===== src/sv/sterilizer_cycle_door_interlock_unit_assert.svh =====
// Assertion macros for the sterilizer door interlock unit.
// Used by the top level only; no other dependencies.
`ifndef STERILIZER_CYCLE_DOOR_INTERLOCK_UNIT_ASSERT_SVH
`define STERILIZER_CYCLE_DOOR_INTERLOCK_UNIT_ASSERT_SVH

// Same-cycle implication, checked at every rising clock edge outside reset.
`define SCDI_ASSERT_NOW(lbl, clk, rst, ante, cons) \
   lbl: assert property (@(posedge clk) disable iff (rst) (ante) |-> (cons)) \
      else $error("assertion failed: lbl");

// Next-cycle implication, checked at every rising clock edge outside reset.
`define SCDI_ASSERT_NEXT(lbl, clk, rst, ante, cons) \
   lbl: assert property (@(posedge clk) disable iff (rst) (ante) |=> (cons)) \
      else $error("assertion failed: lbl");

`endif


===== src/sv/scdi_pkg.sv =====
// Shared constants for the sterilizer cycle door interlock unit.
// No dependencies; used by the top level by scoped names.
package scdi_pkg;

   localparam int TimerWidth = 16;
   localparam int CfgWidth   = 16;
   localparam int CodeWidth  = 10;
   localparam int CmpWidth   = (TimerWidth > CfgWidth) ? TimerWidth : CfgWidth;

   // Cycle phases.
   localparam logic [1:0] PhaseIdle     = 2'd0;
   localparam logic [1:0] PhaseSterile  = 2'd1;
   localparam logic [1:0] PhaseComplete = 2'd2;

   // Door unlock outcomes.
   localparam logic [2:0] UnlockNone     = 3'd0;
   localparam logic [2:0] UnlockDone     = 3'd1;
   localparam logic [2:0] UnlockEmerg    = 3'd2;
   localparam logic [2:0] BlockSterile   = 3'd3;
   localparam logic [2:0] BlockTemp      = 3'd4;
   localparam logic [2:0] BlockPress     = 3'd5;

   // Configuration register indexes.
   localparam logic [2:0] RegCycleTicks    = 3'd0;
   localparam logic [2:0] RegBlindTicks    = 3'd1;
   localparam logic [2:0] RegDebounceTicks = 3'd2;
   localparam logic [2:0] RegTempLimit     = 3'd3;
   localparam logic [2:0] RegPressLimit    = 3'd4;

   // Configuration reset values.
   localparam logic [CfgWidth-1:0]  CycleTicksReset    = 16'd6000;
   localparam logic [CfgWidth-1:0]  BlindTicksReset    = 16'd3000;
   localparam logic [CfgWidth-1:0]  DebounceTicksReset = 16'd200;
   localparam logic [CodeWidth-1:0] TempLimitReset     = 10'd613;
   localparam logic [CodeWidth-1:0] PressLimitReset    = 10'd537;

   localparam logic [TimerWidth-1:0] TimerMax = {TimerWidth{1'b1}};

endpackage


===== src/sv/sterilizer_cycle_door_interlock_unit.sv =====
// Sterilizer cycle door interlock: an accepted tick's result is registered and ready in the next
// cycle; one tick per cycle while not stalled, set by the single pass of compares and counter updates.
// The result register is a one-entry output stage; a new tick is taken while it is empty
// or its result leaves in the same cycle.
// Synchronous active-high reset returns the state to idle, unlocked, timers at zero, and the
// configuration registers to their defaults. Depends on scdi_pkg and the assertion macros.
`include "sterilizer_cycle_door_interlock_unit_assert.svh"

module sterilizer_cycle_door_interlock_unit (
   input  logic                           clock,
   input  logic                           reset,
   // Tick input channel.
   input  logic                           req_valid,
   output logic                           req_stall,
   input  logic                           req_estop_pressed,
   input  logic                           req_door_request,
   input  logic [scdi_pkg::CodeWidth-1:0] req_temp_sample,
   input  logic [scdi_pkg::CodeWidth-1:0] req_press_sample,
   // Result channel.
   output logic                           rsp_valid,
   input  logic                           rsp_stall,
   output logic [1:0]                     rsp_phase,
   output logic                           rsp_door_locked,
   output logic                           rsp_error_active,
   output logic                           rsp_idle_lamp,
   output logic                           rsp_running_lamp,
   output logic [2:0]                     rsp_unlock_result,
   output logic                           rsp_blind,
   // Configuration write port.
   input  logic                           csr_wr_en,
   input  logic [2:0]                     csr_index,
   input  logic [scdi_pkg::CfgWidth-1:0]  csr_wdata
);

   localparam int TW = scdi_pkg::TimerWidth;
   localparam int CW = scdi_pkg::CmpWidth;

   // Configuration registers.
   logic [scdi_pkg::CfgWidth-1:0]  cycle_ticks_ff, blind_ticks_ff, debounce_ticks_ff;
   logic [scdi_pkg::CodeWidth-1:0] temp_limit_ff, press_limit_ff;

   // Controller state and its next values.
   logic [1:0]                     phase_ff, phase_in;
   logic                           lock_ff, lock_in;
   logic                           error_ff, error_in;
   logic                           estop_prev_ff, estop_prev_in;
   logic [TW-1:0]                  phase_elapsed_ff, phase_elapsed_in;
   logic [TW-1:0]                  since_press_ff, since_press_in;
   logic [scdi_pkg::CfgWidth-1:0]  blind_left_ff, blind_left_in;
   logic [scdi_pkg::CodeWidth-1:0] temp_code_ff, temp_code_in;
   logic [scdi_pkg::CodeWidth-1:0] press_code_ff, press_code_in;
   logic [2:0]                     result_in;

   // Output stage.
   logic       rsp_valid_ff, rsp_valid_in;
   logic [1:0] rsp_phase_ff;
   logic       rsp_door_locked_ff, rsp_error_active_ff, rsp_idle_lamp_ff;
   logic       rsp_running_lamp_ff, rsp_blind_ff;
   logic [2:0] rsp_unlock_result_ff;

   logic req_accept;

   // A tick is taken whenever the output stage is empty or drains this cycle.
   assign req_stall  = rsp_valid_ff && rsp_stall;
   assign req_accept = req_valid && !req_stall;

   always_ff @(posedge clock) begin
      if (reset) begin
         cycle_ticks_ff    <= scdi_pkg::CycleTicksReset;
         blind_ticks_ff    <= scdi_pkg::BlindTicksReset;
         debounce_ticks_ff <= scdi_pkg::DebounceTicksReset;
         temp_limit_ff     <= scdi_pkg::TempLimitReset;
         press_limit_ff    <= scdi_pkg::PressLimitReset;
      end else if (csr_wr_en) begin
         case (csr_index)
            scdi_pkg::RegCycleTicks:    cycle_ticks_ff    <= csr_wdata;
            scdi_pkg::RegBlindTicks:    blind_ticks_ff    <= csr_wdata;
            scdi_pkg::RegDebounceTicks: debounce_ticks_ff <= csr_wdata;
            scdi_pkg::RegTempLimit:     temp_limit_ff     <= csr_wdata[scdi_pkg::CodeWidth-1:0];
            scdi_pkg::RegPressLimit:    press_limit_ff    <= csr_wdata[scdi_pkg::CodeWidth-1:0];
            default: ;
         endcase
      end
   end

   // One tick of the controller. The statements follow the order in which the
   // events take effect: the emergency stop first, then the timed phase change,
   // then the door button, then sensor sampling and the timer advance.
   always_comb begin
      logic started;
      logic debounced;
      phase_in         = phase_ff;
      lock_in          = lock_ff;
      error_in         = error_ff;
      estop_prev_in    = estop_prev_ff;
      phase_elapsed_in = phase_elapsed_ff;
      since_press_in   = since_press_ff;
      blind_left_in    = blind_left_ff;
      temp_code_in     = temp_code_ff;
      press_code_in    = press_code_ff;
      result_in        = scdi_pkg::UnlockNone;
      started          = 1'b0;
      debounced        = CW'(since_press_ff) > CW'(debounce_ticks_ff);

      if (blind_left_ff != '0) begin
         // Blind window after a start: inputs are ignored entirely.
         blind_left_in = blind_left_ff - 1'b1;
      end else begin
         // A debounced rising press toggles the latched error.
         if (req_estop_pressed && !estop_prev_ff && debounced) begin
            if (!error_ff) begin
               error_in  = 1'b1;
               phase_in  = scdi_pkg::PhaseComplete;
               result_in = scdi_pkg::UnlockEmerg;
            end else begin
               error_in = 1'b0;
               phase_in = scdi_pkg::PhaseIdle;
            end
            lock_in        = 1'b0;
            since_press_in = '0;
            debounced      = 1'b0;
         end
         estop_prev_in = req_estop_pressed;

         // Timed phase change, held off while the error is latched.
         if (!error_in && CW'(phase_elapsed_ff) >= CW'(cycle_ticks_ff)) begin
            phase_elapsed_in = '0;
            case (phase_in)
               scdi_pkg::PhaseIdle: begin
                  phase_in      = scdi_pkg::PhaseSterile;
                  lock_in       = 1'b1;
                  blind_left_in = blind_ticks_ff;
                  started       = 1'b1;
               end
               scdi_pkg::PhaseSterile: begin
                  phase_in = scdi_pkg::PhaseComplete;
                  lock_in  = 1'b0;
               end
               default: begin
                  phase_in = scdi_pkg::PhaseIdle;
                  lock_in  = 1'b0;
               end
            endcase
         end

         // The start tick skips the door button and the sensor sampling.
         if (!started) begin
            if (req_door_request && debounced) begin
               if (req_estop_pressed) begin
                  lock_in   = 1'b0;
                  result_in = scdi_pkg::UnlockEmerg;
               end else if (phase_in == scdi_pkg::PhaseSterile) begin
                  result_in = scdi_pkg::BlockSterile;
               end else if (temp_code_ff > temp_limit_ff) begin
                  result_in = scdi_pkg::BlockTemp;
               end else if (press_code_ff > press_limit_ff) begin
                  result_in = scdi_pkg::BlockPress;
               end else begin
                  lock_in   = 1'b0;
                  result_in = scdi_pkg::UnlockDone;
               end
               since_press_in = '0;
            end
            temp_code_in  = req_temp_sample;
            press_code_in = req_press_sample;
         end
      end

      // Both timers saturate at their all-ones value.
      if (phase_elapsed_in != scdi_pkg::TimerMax) begin
         phase_elapsed_in = phase_elapsed_in + 1'b1;
      end
      if (since_press_in != scdi_pkg::TimerMax) begin
         since_press_in = since_press_in + 1'b1;
      end
   end

   always_ff @(posedge clock) begin
      if (reset) begin
         phase_ff         <= scdi_pkg::PhaseIdle;
         lock_ff          <= 1'b0;
         error_ff         <= 1'b0;
         estop_prev_ff    <= 1'b0;
         phase_elapsed_ff <= '0;
         since_press_ff   <= '0;
         blind_left_ff    <= '0;
         temp_code_ff     <= '0;
         press_code_ff    <= '0;
      end else if (req_accept) begin
         phase_ff         <= phase_in;
         lock_ff          <= lock_in;
         error_ff         <= error_in;
         estop_prev_ff    <= estop_prev_in;
         phase_elapsed_ff <= phase_elapsed_in;
         since_press_ff   <= since_press_in;
         blind_left_ff    <= blind_left_in;
         temp_code_ff     <= temp_code_in;
         press_code_ff    <= press_code_in;
      end
   end

   // The output stage holds a result until its transfer completes.
   always_comb begin
      if (req_accept) begin
         rsp_valid_in = 1'b1;
      end else begin
         rsp_valid_in = rsp_valid_ff && rsp_stall;
      end
   end

   always_ff @(posedge clock) begin
      if (reset) begin
         rsp_valid_ff <= 1'b0;
      end else begin
         rsp_valid_ff <= rsp_valid_in;
      end
   end

   always_ff @(posedge clock) begin
      if (req_accept) begin
         rsp_phase_ff         <= phase_in;
         rsp_door_locked_ff   <= lock_in;
         rsp_error_active_ff  <= error_in;
         rsp_idle_lamp_ff     <= !error_in && (phase_in == scdi_pkg::PhaseIdle ||
                                               phase_in == scdi_pkg::PhaseComplete);
         rsp_running_lamp_ff  <= !error_in && (phase_in == scdi_pkg::PhaseSterile);
         rsp_unlock_result_ff <= result_in;
         rsp_blind_ff         <= blind_left_in != '0;
      end
   end

   assign rsp_valid         = rsp_valid_ff;
   assign rsp_phase         = rsp_phase_ff;
   assign rsp_door_locked   = rsp_door_locked_ff;
   assign rsp_error_active  = rsp_error_active_ff;
   assign rsp_idle_lamp     = rsp_idle_lamp_ff;
   assign rsp_running_lamp  = rsp_running_lamp_ff;
   assign rsp_unlock_result = rsp_unlock_result_ff;
   assign rsp_blind         = rsp_blind_ff;

   // A result waiting on a stalled consumer must block new ticks.
   `SCDI_ASSERT_NOW(a_stall_holds_input, clock, reset, rsp_valid_ff && rsp_stall, req_stall)
   // The blind window only exists inside a locked, error-free sterilizing phase.
   `SCDI_ASSERT_NOW(a_blind_sterile, clock, reset, blind_left_ff != '0,
      phase_ff == scdi_pkg::PhaseSterile && lock_ff && !error_ff)
   // A latched error parks the cycle in complete with the door released.
   `SCDI_ASSERT_NOW(a_error_parked, clock, reset, error_ff,
      phase_ff == scdi_pkg::PhaseComplete && !lock_ff)
   // An accepted tick always leaves a result in the output stage.
   `SCDI_ASSERT_NEXT(a_accept_gives_result, clock, reset, req_accept, rsp_valid_ff)

endmodule

===== config.mk =====
export PLATFORM = sky130hd
export DESIGN_NAME = sterilizer_cycle_door_interlock_unit
export DESIGN_NICKNAME = d
export VERILOG_FILES = /design/src/sv/scdi_pkg.sv /design/src/sv/sterilizer_cycle_door_interlock_unit.sv
export VERILOG_INCLUDE_DIRS = /design/src /design/src/sv
export SDC_FILE = /design/constraint.sdc
export NUM_CORES = 1
export LEC_CHECK = 0
export BUFFER_PORTS_ARGS = -buffer_cell sky130_fd_sc_hd__buf_2
export CORE_UTILIZATION = 30
export DETAILED_ROUTE_END_ITERATION = 16
export PLACE_DENSITY = 0.47
export SLEW_MARGIN = 30
export SYNTH_ARGS = -nofsm -noshare
export SYNTH_HDL_FRONTEND = slang
export SYNTH_SLANG_ARGS = --single-unit
export TNS_END_PERCENT = 5

===== constraint.sdc =====
create_clock -name clock -period 9.3 [get_ports clock]
set_clock_uncertainty 0.05 [all_clocks]
set_input_delay 1.395 -clock clock [delete_from_list [all_inputs] [get_ports clock]]
set_output_delay 1.395 -clock clock [all_outputs]
set_load 0.01 [all_outputs]

==> results.toml <==
[worst_setup_path]
arrival_ns = 5.29
cp.buffers_inverters = 1
crit_family = "compound AO/OA/AOI/OAI gates"
r2r_end = "since_press_ff[11]"
max_stage_delay_ns = 0.56
ff2ff_path_depth = 19
worst-path-max-fanout = 6
crit_end = "since_press_ff[11]"
crit_path_frequent_cell = "ha_1"
cp_num_cells = 19
reg2reg_slack_ns = 4.31
cp_cell_sequence = "inv_1 > ha_1 > a21oi_1 > o21a_1 > o221ai_1 > a221oi_2 > nor2_1 > ha_1 > and3b_1 > a2111oi_2 > and2_1 > nor2b_1 > ha_1 > nand2_1 > o31a_1 > and2_1 > nand3_1 > or3_1 > a21oi_1"
crit_type = "reg2reg"
crit_path_end_kind = "flip-flop"
cp.required_ns = 9.60
critical_path.startpoint = "debounce_ticks_ff[11]"
critical-path-slowest-cell = "a2111oi_2"
worstSetupStartpointType = "flip-flop"
r2r_start = "debounce_ticks_ff[11]"

[synthesis]
seq_area_frac_synth_pct = 38.6
synth_top_area_share_pct = 34.9
ys_warn_count = 0
netlist_area_mm2 = 0.00814
async_reset_ff_share_pct = 0
synth_flop_cell = "dfxtp_1"
ys_seq_elements = 152
synth.area.top_cells = "dfxtp_1, nand2_1, ha_1"
synth_edf_count = 10
postSynthCellCount = 1040
synth_top_area_cell = "dfxtp_1"
yosys.cell_types.count = 73
syn-num-nets = 1143
syn_avg_cell_area_um2 = 7.83

[timing]
slew_headroom_pct = 38.7
timing.final.hold_violations = 0
setup_viol_count_final = 0
timing.hold.ws_ns = 0.404
tightestPinTransition_ns = 0.919
finalSetupTns_ns = 0
rsz0062_at_grt = "no"
clock.fmax_mhz = 201
fin_crit_sh_pct = 53.6
final.min_clock_period_ns = 4.99
slew_violations = 0

[finish]
fillers = 2783
insertedDiodeCount = 0
fin_cells = 1418
syn2layout_area_growth_pct = 13.8
seq_area_mm2 = 0.00314
layout_commonest_cell = "nand2_1"
layout-drive-gt1-share_pct = 10.6
most-common-layout-cells = "nand2_1, dfxtp_1, a21oi_1"
nets = 1174
multi_input_area_mm2 = 0.00454

[clock_network]
insertion_delay_ns = 0.42
clk_pin_slew_ns = 0.07
post_cts_buffers = 0
htreeDepth = 4
cts_sinks = 152
cts_buffer_depth = 2
post_cts_resized = 0
cts_tree = "built"
numCtsBuffers = 17
cts_hold_buf = 0
cts_root_buf = "clkbuf_16"

[global_routing]
overflow = 0
antenna_found_initial = 0
use_met1_pct = 23.1
grt_use_met2_pct = 25.1
busiest_layer = "met2"
grt_pass1_vias = 6499
met3_usage_pct = 2.95
grt_max_degree = 89
grt_pass1_wl_um = 35700
track_usage_pct = 16.3

[drt]
wl_per_cell_um = 15.7
vias_per_cell = 4.96
first_iter_violations = 344
routed_wl_um = 22300
drc_errors = 0
ant_nets = 0
num_vias = 7027
drtPass1Iterations = 5

[power]
ir_worst_vdd_mv = 0.131
power.share.sequential_pct = 40.7
switching_share_pct = 30.8
p_sw_mw = 0.556
p_int_mw = 1.25
p_leak_nw = 3.62
clock_power_share_pct = 39.4
power_density_mw_per_mm2 = 195
comb_power_share_pct = 19.9

[status]
outcome = "complete, no violations"

[floorplan]
start_util_pct = 30.9
chipWidth_um = 167
die_area_mm2 = 0.0278
ios = 58
rows = 59
core-area_mm2 = 0.0264
die_h_um = 167

[worst_hold_path]
min_path_type = "reg2reg"

[place]
dpl.cell_count = 1387
port-buffer-count = 57
gp_congestion = 0.777
hpwl_um = 15600

[run]
max-cap-violations = 0
## tightest hold or removal path: cells and delay by family, from the launching register on
| family | cells | cell delay [ns] |
|---|---|---|
| AO/OA/AOI/OAI | 1 | 0.05 |
| AND/OR/NAND/NOR | 1 | 0.05 |
| flip-flops | 1 | 0.31 |
## cell type report
| class | count | share of cell area (%) |
|---|---|---|
| clock buffers | 19 | 4.90 |
| clock inverters | 12 | 1.54 |
| inverters | 65 | 2.63 |
| multi-input cells | 773 | 49.0 |
| flip-flops and latches | 152 | 33.9 |
| well taps | 335 | 4.52 |
| repair buffers | 62 | 3.51 |
## Yosys cell counts, drive strengths merged (3+ instances only)
| cell type | instances |
|---|---|
| o21a | 4 |
| or4 | 6 |
| a21oi | 111 |
| a211oi | 11 |
| a211o | 10 |
| xor2 | 16 |
| buf | 14 |
| a311oi | 3 |
| nand2b | 3 |
| and2 | 9 |
| nor2b | 4 |
| nand3 | 20 |
| o21ai | 26 |
| or4b | 3 |
| nor3 | 25 |
| or3 | 8 |
| a2bb2oi | 3 |
| mux2i | 5 |
| nand2 | 246 |
| nand3b | 21 |
| a31oi | 7 |
| o211ai | 4 |
| a2111oi | 3 |
| xnor2 | 12 |
| nor2 | 88 |
| and4 | 4 |
| nor4 | 9 |
| dfxtp | 142 |
| nand4 | 16 |
| ha | 57 |
| clkbuf | 36 |
| edfxtp | 10 |
| and3 | 9 |
| inv | 65 |
| a221oi | 3 |
## state kept, by name, indices dropped and copies added (netlist names), 3 cells and up
name               flops
cycle_ticks_ff        16
press_code_ff         10
temp_code_ff          10
rsp_unlock_result      3
since_press_ff        16
debounce_ticks_ff     16
blind_ticks_ff        16
press_limit_ff        10
blind_left_ff         16
temp_limit_ff         10
phase_elapsed_ff      16
## cells by family after synthesis
kind of cell               after synthesis  share of synthesized area [%]
AOI/OAI and AO/OA                      202                           15.3
xor gates and xnor gates                28                           3.01
adders and majority gates               57                           8.76
buffers and inverters                  115                           5.67
DFF                                    152                           38.6
muxes                                    7                          0.938
and+or+nand+nor                        479                           27.7
## power groups by stage
stage               Sequential (mW)  Combinational (mW)  Clock, mW
detailed placement            0.751               0.358          0
global route                  0.741               0.403      0.757
CTS                           0.736               0.360      0.732
finish                        0.736               0.359      0.713
global placement              0.751               0.358          0
floorplan                     0.737               0.280          0
## worst min path at each step
stage | from | endpoint | slack (ns) | cells past startpoint
4_1_cts | debounce_ticks_ff[9] | debounce_ticks_ff[9] | 0.41 | 2
3_3_place_gp | press_limit_ff[5] | press_limit_ff[5] | 0.39 | 2
5_1_grt | debounce_ticks_ff[9] | debounce_ticks_ff[9] | 0.42 | 2
3_5_place_dp | debounce_ticks_ff[9] | debounce_ticks_ff[9] | 0.40 | 2
6_report | debounce_ticks_ff[9] | debounce_ticks_ff[9] | 0.40 | 2
2_1_floorplan | blind_ticks_ff[8] | blind_ticks_ff[8] | 0.39 | 2
## metal layers
| metal | up-vias | routed length (um) | share of wire, % |
|---|---|---|---|
| met5 | - | 0 | 0 |
| met4 | 0 | 286 | 1.3 |
| met3 | 18 | 747 | 3.4 |
| met2 | 106 | 9880 | 44 |
| met1 | 3270 | 11300 | 51 |
| li1 | 3633 | - | - |
## through the flow
| stage | total power [mW] | cell area [um2] | util [%] | worst slack [ns] |
|---|---|---|---|---|
| 2_1_floorplan | 1.02 | 8140 | - | 4.56 |
| 3_3_place_gp | 1.11 | 8670 | 32.9 | 4.01 |
| 3_5_place_dp | 1.11 | 8670 | 32.9 | 3.95 |
| 4_1_cts | 1.83 | 9270 | 35.2 | 4.27 |
| 5_1_grt | 1.90 | 9270 | 35.2 | 3.89 |
| 6_report | 1.81 | 9270 | 35.2 | 4.31 |
Note: power is estimated with default switching activity, not from simulation.
